## src/rtl/core/pcl_pkg.sv

```systemverilog
`default_nettype none
package pcl_pkg;

  // fixed field widths of the ports
  localparam int unsigned CMD_W = 3;
  localparam int unsigned POS_W = 7;
  localparam int unsigned VAL_W = 8;
  localparam int unsigned STS_W = 3;
  localparam int unsigned LEN_W = 7;

  typedef enum logic [CMD_W-1:0] {
    CMD_APPEND = 3'd0,
    CMD_GET    = 3'd1,
    CMD_LOCATE = 3'd2,
    CMD_INSERT = 3'd3,
    CMD_DELETE = 3'd4
  } cmd_t;

  typedef enum logic [STS_W-1:0] {
    ST_OK           = 3'd0,
    ST_NOT_FOUND    = 3'd1,
    ST_PREV_MISSING = 3'd2,
    ST_POS_MISSING  = 3'd3,
    ST_FULL         = 3'd4
  } status_t;

  typedef enum logic [1:0] {
    S_IDLE,
    S_LAUNCH,
    S_SCAN
  } state_t;

  typedef enum logic [1:0] {
    OP_HOLD,
    OP_APPEND,
    OP_INSERT,
    OP_DELETE
  } cell_op_t;

  // broadcast control seen by every cell
  typedef struct packed {
    cell_op_t         op;
    logic             get;
    logic [POS_W-1:0] pos;
    logic [VAL_W-1:0] value;
  } cell_ctl_t;

  // query token handed from cell to cell
  typedef struct packed {
    logic             live;
    logic             hit;
    logic [VAL_W-1:0] val;
    logic [POS_W-1:0] pos;
  } qry_t;

endpackage
`default_nettype wire

```

## src/rtl/core/pcl_cell.sv

```systemverilog
`default_nettype none
module pcl_cell
  import pcl_pkg::*;
#(
  parameter int unsigned DEPTH = 64,
  parameter int unsigned I     = 0,
  localparam int unsigned CW   = $clog2(DEPTH + 1)
) (
  input  wire logic             clk,
  input  wire logic             rst_n,
  input  wire cell_ctl_t        ctl,
  input  wire logic [CW-1:0]    idx,
  input  wire logic [CW-1:0]    cnt,
  input  wire logic [VAL_W-1:0] left_entry,
  input  wire logic [VAL_W-1:0] right_entry,
  input  wire qry_t             q_in,
  output logic [VAL_W-1:0]      entry,
  output qry_t                  q_out
);

  localparam logic [CW-1:0]    ME      = CW'(I);
  localparam logic [CW-1:0]    ME_NEXT = CW'(I + 1);
  localparam logic [POS_W-1:0] POSN    = POS_W'(I + 1);
  localparam bit               POSN_OK = (I + 1) < (1 << POS_W);

  logic [VAL_W-1:0] entry_r, entry_nxt;
  qry_t             q_r, q_nxt;
  logic             active;
  logic             match;

  assign active = ME < cnt;

  // entry update: hold, write, take from left or take from right
  always_comb begin
    entry_nxt = entry_r;
    case (ctl.op)
      OP_APPEND: begin
        if (ME == cnt) entry_nxt = ctl.value;
      end
      OP_INSERT: begin
        if (ME == idx) entry_nxt = ctl.value;
        else if (ME > idx && ME <= cnt) entry_nxt = left_entry;
      end
      OP_DELETE: begin
        if (ME >= idx && ME_NEXT < cnt) entry_nxt = right_entry;
      end
      default: entry_nxt = entry_r;
    endcase
  end

  // query token: first live hit wins, later cells pass it on
  always_comb begin
    if (ctl.get) match = POSN_OK && (ctl.pos == POSN);
    else         match = (entry_r == ctl.value);
    q_nxt = q_in;
    if (q_in.live && !q_in.hit && active && match) begin
      q_nxt.hit = 1'b1;
      q_nxt.val = entry_r;
      q_nxt.pos = POSN;
    end
  end

  always_ff @(posedge clk) begin
    entry_r <= entry_nxt;
    if (!rst_n) begin
      q_r.live <= 1'b0;
    end else begin
      q_r <= q_nxt;
    end
  end

  assign entry = entry_r;
  assign q_out = q_r;

endmodule
`default_nettype wire

```

## src/rtl/core/positional_char_list.sv

```systemverilog
`default_nettype none
// channel | dir | handshake          | word
// in      | in  | in_valid/in_ready  | cmd, position, value
// out     | out | out_valid/out_ready| status, found_value, found_position, length
//
// append, insert, delete and unknown codes: result registered the next cycle
// get and locate: result registered once the query token has walked the cell chain
// one word in flight; in_ready waits for the scan and for a free output register
// synchronous active-low reset clears the length and the query tokens, entries stay
// a stalled output holds its word and blocks the next input word
module positional_char_list
  import pcl_pkg::*;
#(
  parameter int unsigned DEPTH = 64
) (
  input  wire logic             clk,
  input  wire logic             rst_n,
  input  wire logic             in_valid,
  output logic                  in_ready,
  input  wire logic [CMD_W-1:0] in_cmd,
  input  wire logic [POS_W-1:0] in_position,
  input  wire logic [VAL_W-1:0] in_value,
  output logic                  out_valid,
  input  wire logic             out_ready,
  output logic [STS_W-1:0]      out_status,
  output logic [VAL_W-1:0]      out_found_value,
  output logic [POS_W-1:0]      out_found_position,
  output logic [LEN_W-1:0]      out_length
);

  localparam int unsigned CW   = $clog2(DEPTH + 1);
  localparam int unsigned CMPW = (CW > POS_W) ? CW : POS_W;

  state_t           state_r, state_nxt;
  logic [CW-1:0]    cnt_r, cnt_nxt;
  logic             qget_r, qget_nxt;
  logic [POS_W-1:0] qpos_r, qpos_nxt;
  logic [VAL_W-1:0] qval_r, qval_nxt;
  logic             ovalid_r, ovalid_nxt;
  status_t          osts_r, osts_nxt;
  logic [VAL_W-1:0] ofv_r, ofv_nxt;
  logic [POS_W-1:0] ofp_r, ofp_nxt;

  logic             accept;
  logic             is_query;
  logic             full;
  logic [POS_W-1:0] idx_pos;
  logic [CMPW-1:0]  idx_ext;
  logic [CMPW-1:0]  cnt_ext;
  cell_op_t         op;
  cell_ctl_t        ctl;
  qry_t             q_w [DEPTH+1];
  qry_t             q_last;
  logic [VAL_W-1:0] entry_w [DEPTH];
  logic [VAL_W-1:0] left_w  [DEPTH];
  logic [VAL_W-1:0] right_w [DEPTH];

  assign in_ready = (state_r == S_IDLE) && (!ovalid_r || out_ready);
  assign accept   = in_valid && in_ready;
  assign is_query = (cmd_t'(in_cmd) == CMD_GET) || (cmd_t'(in_cmd) == CMD_LOCATE);
  assign full     = (cnt_r == CW'(DEPTH));
  assign idx_pos  = (in_position == '0) ? '0 : in_position - 1'b1;
  assign idx_ext  = CMPW'(idx_pos);
  assign cnt_ext  = CMPW'(cnt_r);
  assign q_last   = q_w[DEPTH];

  // next state
  always_comb begin
    state_nxt = state_r;
    unique case (state_r)
      S_IDLE:   if (accept && is_query) state_nxt = S_LAUNCH;
      S_LAUNCH: state_nxt = S_SCAN;
      S_SCAN:   if (q_last.live) state_nxt = S_IDLE;
      default:  state_nxt = S_IDLE;
    endcase
  end

  // command decode, length update and result register
  always_comb begin
    op         = OP_HOLD;
    cnt_nxt    = cnt_r;
    qget_nxt   = qget_r;
    qpos_nxt   = qpos_r;
    qval_nxt   = qval_r;
    ovalid_nxt = ovalid_r && !out_ready;
    osts_nxt   = osts_r;
    ofv_nxt    = ofv_r;
    ofp_nxt    = ofp_r;
    if (accept) begin
      ovalid_nxt = 1'b1;
      ofv_nxt    = '0;
      ofp_nxt    = '0;
      osts_nxt   = ST_NOT_FOUND;
      unique case (cmd_t'(in_cmd))
        CMD_APPEND: begin
          if (full) begin
            osts_nxt = ST_FULL;
          end else begin
            op       = OP_APPEND;
            cnt_nxt  = cnt_r + 1'b1;
            osts_nxt = ST_OK;
          end
        end
        CMD_INSERT: begin
          if (full) begin
            osts_nxt = ST_FULL;
          end else if (idx_ext > cnt_ext) begin
            osts_nxt = ST_PREV_MISSING;
          end else begin
            op       = OP_INSERT;
            cnt_nxt  = cnt_r + 1'b1;
            osts_nxt = ST_OK;
          end
        end
        CMD_DELETE: begin
          if (idx_ext > cnt_ext) begin
            osts_nxt = ST_PREV_MISSING;
          end else if (idx_ext == cnt_ext) begin
            osts_nxt = ST_POS_MISSING;
          end else begin
            op       = OP_DELETE;
            cnt_nxt  = cnt_r - 1'b1;
            osts_nxt = ST_OK;
          end
        end
        CMD_GET, CMD_LOCATE: begin
          ovalid_nxt = 1'b0;
          qget_nxt   = (cmd_t'(in_cmd) == CMD_GET);
          qpos_nxt   = in_position;
          qval_nxt   = in_value;
        end
        default: osts_nxt = ST_NOT_FOUND;
      endcase
    end
    if (state_r == S_SCAN && q_last.live) begin
      ovalid_nxt = 1'b1;
      osts_nxt   = q_last.hit ? ST_OK : ST_NOT_FOUND;
      ofv_nxt    = q_last.hit ? q_last.val : '0;
      ofp_nxt    = q_last.hit ? q_last.pos : '0;
    end
  end

  // broadcast to the cells and launch of the query token
  always_comb begin
    ctl.op    = op;
    ctl.get   = qget_r;
    ctl.pos   = qpos_r;
    ctl.value = (state_r == S_IDLE) ? in_value : qval_r;
    q_w[0]      = '0;
    q_w[0].live = (state_r == S_LAUNCH);
  end

  // the cell chain
  for (genvar g = 0; g < DEPTH; g++) begin : g_cell
    if (g == 0) begin : g_first
      assign left_w[g] = '0;
    end else begin : g_mid_l
      assign left_w[g] = entry_w[g-1];
    end
    if (g == DEPTH - 1) begin : g_last
      assign right_w[g] = '0;
    end else begin : g_mid_r
      assign right_w[g] = entry_w[g+1];
    end
    pcl_cell #(
      .DEPTH (DEPTH),
      .I     (g)
    ) u_cell (
      .clk         (clk),
      .rst_n       (rst_n),
      .ctl         (ctl),
      .idx         (CW'(idx_pos)),
      .cnt         (cnt_r),
      .left_entry  (left_w[g]),
      .right_entry (right_w[g]),
      .q_in        (q_w[g]),
      .entry       (entry_w[g]),
      .q_out       (q_w[g+1])
    );
  end

  always_ff @(posedge clk) begin
    qget_r <= qget_nxt;
    qpos_r <= qpos_nxt;
    qval_r <= qval_nxt;
    osts_r <= osts_nxt;
    ofv_r  <= ofv_nxt;
    ofp_r  <= ofp_nxt;
    if (!rst_n) begin
      state_r  <= S_IDLE;
      cnt_r    <= '0;
      ovalid_r <= 1'b0;
    end else begin
      state_r  <= state_nxt;
      cnt_r    <= cnt_nxt;
      ovalid_r <= ovalid_nxt;
    end
  end

  assign out_valid          = ovalid_r;
  assign out_status         = osts_r;
  assign out_found_value    = ofv_r;
  assign out_found_position = ofp_r;
  assign out_length         = LEN_W'(cnt_r);

  // length never passes the capacity
  a_cnt_bound: assert property (@(posedge clk) disable iff (!rst_n)
    cnt_r <= CW'(DEPTH))
    else $error("list length above capacity");

  // a finished scan always finds the output register free
  a_scan_slot: assert property (@(posedge clk) disable iff (!rst_n)
    (state_r == S_SCAN && q_last.live) |-> !ovalid_r)
    else $error("scan result would overwrite a pending word");

  // no token reaches the end of the chain outside a scan
  a_token_scan: assert property (@(posedge clk) disable iff (!rst_n)
    q_last.live |-> (state_r == S_SCAN))
    else $error("query token outside scan");

  // an accepted append on a list that is not full grows it by one
  a_append_grow: assert property (@(posedge clk) disable iff (!rst_n)
    (accept && cmd_t'(in_cmd) == CMD_APPEND && !full) |=> (cnt_r == $past(cnt_r) + 1'b1))
    else $error("append did not grow the list");

endmodule
`default_nettype wire

```

## config.mk

```make
export PLATFORM = sky130hd
export DESIGN_NAME = positional_char_list
export DESIGN_NICKNAME = d
export VERILOG_FILES = /design/src/rtl/core/pcl_pkg.sv /design/src/rtl/core/pcl_cell.sv /design/src/rtl/core/positional_char_list.sv
export SDC_FILE = /design/constraint.sdc
export NUM_CORES = 2
export LEC_CHECK = 0
export BUFFER_PORTS_ARGS = -buffer_cell sky130_fd_sc_hd__buf_2
export CORE_AREA = 2 2 424 426
export CTS_CLUSTER_SIZE = 24
export DETAILED_ROUTE_END_ITERATION = 8
export DIE_AREA = 0 0 426 428
export SLEW_MARGIN = 20
export SYNTH_ARGS = -nofsm -noshare
export SYNTH_HDL_FRONTEND = slang
export SYNTH_HIERARCHICAL = 1
export SYNTH_SLANG_ARGS = --single-unit
```

## constraint.sdc

```tcl
create_clock -name clk -period 161.7 [get_ports clk]
set_input_delay 32.34 -clock clk [delete_from_list [all_inputs] [get_ports clk]]
set_output_delay 32.34 -clock clk [all_outputs]
set_load 0.1 [all_outputs]
```

==> impl_metrics.py <==
metrics = {
    "setup_path": {
        "path_cells": "buf_2 > or2b_2 > and2_1 > buf_2",
        "critPathMostFrequentCell": "buf_2",
        "startpoint_type": "primary input",
        "crit_type": "in2out",
        "arrival_ns": 33.20,
        "critPathCaptureType": "output port",
        "cp_max_fo": 3,
        "crit_slowest_cell": "or2b_2",
        "cpPeakStageDelay_ns": 0.31,
        "critical_path_required_ns": 129.36,
        "r2r_slack_ns": 154.46,
    },
    "floorplan": {
        "io_pins": 49,
        "fp.dieH_um": 428,
        "dieArea_mm2": 0.1823,
        "core_mm2": 0.1776,
        "placementRows": 155,
        "initial_utilization": 0.4971,
        "die_w_um": 426,
    },
    "power_and_ir_drop": {
        "pwr-share-seq": 0.494,
        "p_int_w": 0.0007525,
        "combPwrFrac": 0.093,
        "clockPowerShare": 0.412,
        "power_w": 0.0009934,
        "p_per_area_mw_per_mm2": 10.23,
        "leakage_nw": 32.35,
        "p_sw_frac": 0.2425,
        "irDropWorstVdd_mv": 0.01035,
        "p_switching_w": 0.0002409,
    },
    "drt": {
        "ant_nets": 0,
        "drt_pass1_iterations": 9,
        "drt-initial-drc-count": 7129,
        "wirelength_mm": 259.5,
        "wire_per_inst_um": 26.28,
        "viasPerCell": 6.453,
        "drc": 0,
        "vias": 63700,
    },
    "synth": {
        "synth-seq-cells": 1644,
        "synth.distinct_cells": 150,
        "synth_warnings": 6,
        "synthesis.area_mm2": 0.08831,
        "synth_edf_count": 1570,
        "avgSynthCellArea_um2": 12.22,
        "synth-main-ff-cell": "edfxtp_1",
        "async_flop_share": 0,
        "syn_inst": 7224,
        "synth-seq-area-share": 0.5506,
    },
    "clocking": {
        "post_cts_resized": 0,
        "clock_sinks": 1644,
        "cts-root-buf": "clkbuf_16",
        "post_cts_buffers": 0,
        "clk_pin_slew_ns": 0.06,
        "cts_buffers": 181,
        "ctsHoldBuffers": 0,
        "clk_path_buf_depth": 3,
        "cts_tree": "yes",
        "htreeDepth": 4,
        "clkLatencyLatePin_ns": 0.84,
    },
    "placement": {
        "dpl.cell_count": 9532,
        "dp_hpwl_mm": 162.4,
        "place_congestion": 0.8601,
        "place.port_buffers": 48,
    },
    "hold_path": {
        "hold_path.class": "reg2reg",
    },
    "grt": {
        "use_met3": 0.03688,
        "grt_util_met2": 0.4587,
        "grt_max_degree": 140,
        "antenna_found_initial": 10,
        "grt_util_met1": 0.3731,
        "globalRouteOverflowTotal": 0,
        "grt_usage": 0.2785,
        "busiest_layer": "met2",
        "grt_pass1_wl_mm": 394.9,
        "grt_pass1_vias": 62490,
    },
    "sta": {
        "worst_pin_slew_ns": 1.080,
        "clock.fmax_mhz": 15.26,
        "setup_viol": 0,
        "period_share": 0.4053,
        "drv_slew": 0,
        "hold_viol_final": 0,
        "rsz0062_at_grt": "false",
        "finalSetupTns_ns": 0,
        "finalClockSkew_ns": 0.04024,
        "relSlewSlack": 0.2736,
        "finalCriticalPeriod_ns": 65.54,
    },
    "layout": {
        "final_cells": 9872,
        "fin_util": 0.5466,
        "syn_to_final_growth_pct": 9.960,
        "drive_above_1_share": 0.1571,
        "fin_nets": 7397,
        "nFillCells": 15030,
        "mostFrequentLayoutCells": "edfxtp_1 (1,570), a21oi_1 (466), xnor2_1 (442), nor2_1 (434), o22ai_1 (402)",
        "final_common_cell": "edfxtp_1",
    },
    "run_status": {
        "status": "finished, final reports clean",
    },
    "flow_run": {
        "maxCapViolCount": 0,
    },
}
stage by stage:
stage	hold slack (ns)	area, um2	setup slack (ns)
after global routing	0.4562	97090	96.14
after detailed placement	0.4317	91290	96.16
after CTS	0.4460	97080	96.16
after global placement	0.4280	91270	96.17
final	0.4428	97100	96.16
after floorplan	0.4191	88430	88.15
Yosys cell counts (45+ instances only):
library cell | number | area, um2
a21oi_1 | 466 | 2332
a22o_1 | 230 | 2014
a31oi_1 | 45 | 281.5
and2_1 | 257 | 1608
and3_1 | 67 | 419.2
buf_6 | 75 | 844.6
clkbuf_1 | 123 | 461.7
dfxtp_1 | 74 | 1481
edfxtp_1 | 1570 | 47150
inv_1 | 114 | 427.9
mux2_1 | 55 | 619.3
mux2_2 | 313 | 3525
mux2_4 | 88 | 1321
nand2_1 | 245 | 919.6
nand2b_1 | 227 | 1420
nand3_1 | 146 | 730.7
nand4_1 | 190 | 1189
nor2_1 | 439 | 1648
nor2b_1 | 87 | 544.3
nor3_1 | 83 | 415.4
nor3b_1 | 109 | 818.3
o21ai_0 | 159 | 795.8
o22ai_1 | 402 | 2515
xnor2_1 | 442 | 3871
xor2_1 | 73 | 639.4
worst max-delay path: cells and delay by family:
kind	cells	cell delay, ns
buf+inv	2	0.38
simple gates	2	0.48
power by group through the flow:
stage / Clock (W) / Combinational, W / Sequential (W)
2_1_floorplan: 0 / 0.0000607 / 0.000501
3_3_place_gp: 0 / 0.0000890 / 0.000500
3_5_place_dp: 0 / 0.0000908 / 0.000500
4_1_cts: 0.000418 / 0.0000913 / 0.000491
5_1_grt: 0.000434 / 0.0000995 / 0.000492
6_report: 0.000410 / 0.0000926 / 0.000491
metal layers:
layer | share of wire | vias to the layer above
met5 | 0.00012 | -
met4 | 0.036 | 6
met3 | 0.066 | 604
met2 | 0.49 | 2940
met1 | 0.41 | 31670
li1 | - | 28480
final timing paths:
path	cells past startpoint	end	startpoint
setup / recovery	4	in_ready	out_ready
hold / removal	1	g_cell[27].u_cell/q_out[16]	g_cell[26].u_cell/q_out[16]
setup reg to reg	15	g_cell[11].u_cell/entry[0]	out_length[6]
hold reg to reg	1	g_cell[27].u_cell/q_out[16]	g_cell[26].u_cell/q_out[16]
flip-flops by register name, indices dropped and copies added, names as in the netlist:
| name | cells |
|---|---|
| g_cell.u_cell/q_out | 1088 |
| g_cell.u_cell/entry | 512 |
| out_found_value | 8 |
| qval_r | 8 |
| out_found_position | 7 |
| out_length | 7 |
| qpos_r | 7 |
| out_status | 3 |
| state_r | 2 |
| out_valid | 1 |
| qget_r | 1 |
cell families (layout without fill, tap and decap cells):
logic type,Yosys count,count (layout),share of synthesized area
xor+xnor,519,519,0.05181
compound gates,1807,1807,0.1434
flops,1644,1644,0.5506
other cells,1,38,0.00004246
mux,459,459,0.06223
simple gates,2385,2385,0.1653
fa+ha+maj,16,16,0.002324
buf+inv,393,649,0.02426
area by class of cell:
class | instances | area [um2] | area share
Inverter | 149 | 560.5 | 0.005773
Antenna cell | 5 | 12.51 | 0.0001289
Clock buffer | 234 | 4865 | 0.05010
Multi-Input combinational cell | 5219 | 37880 | 0.3901
Timing Repair Buffer | 165 | 1266 | 0.01304
Sequential cell | 1644 | 48650 | 0.5010
Clock inverter | 101 | 924.6 | 0.009522
Tap cell | 2355 | 2947 | 0.03034
(Power assumes the default switching activity.)
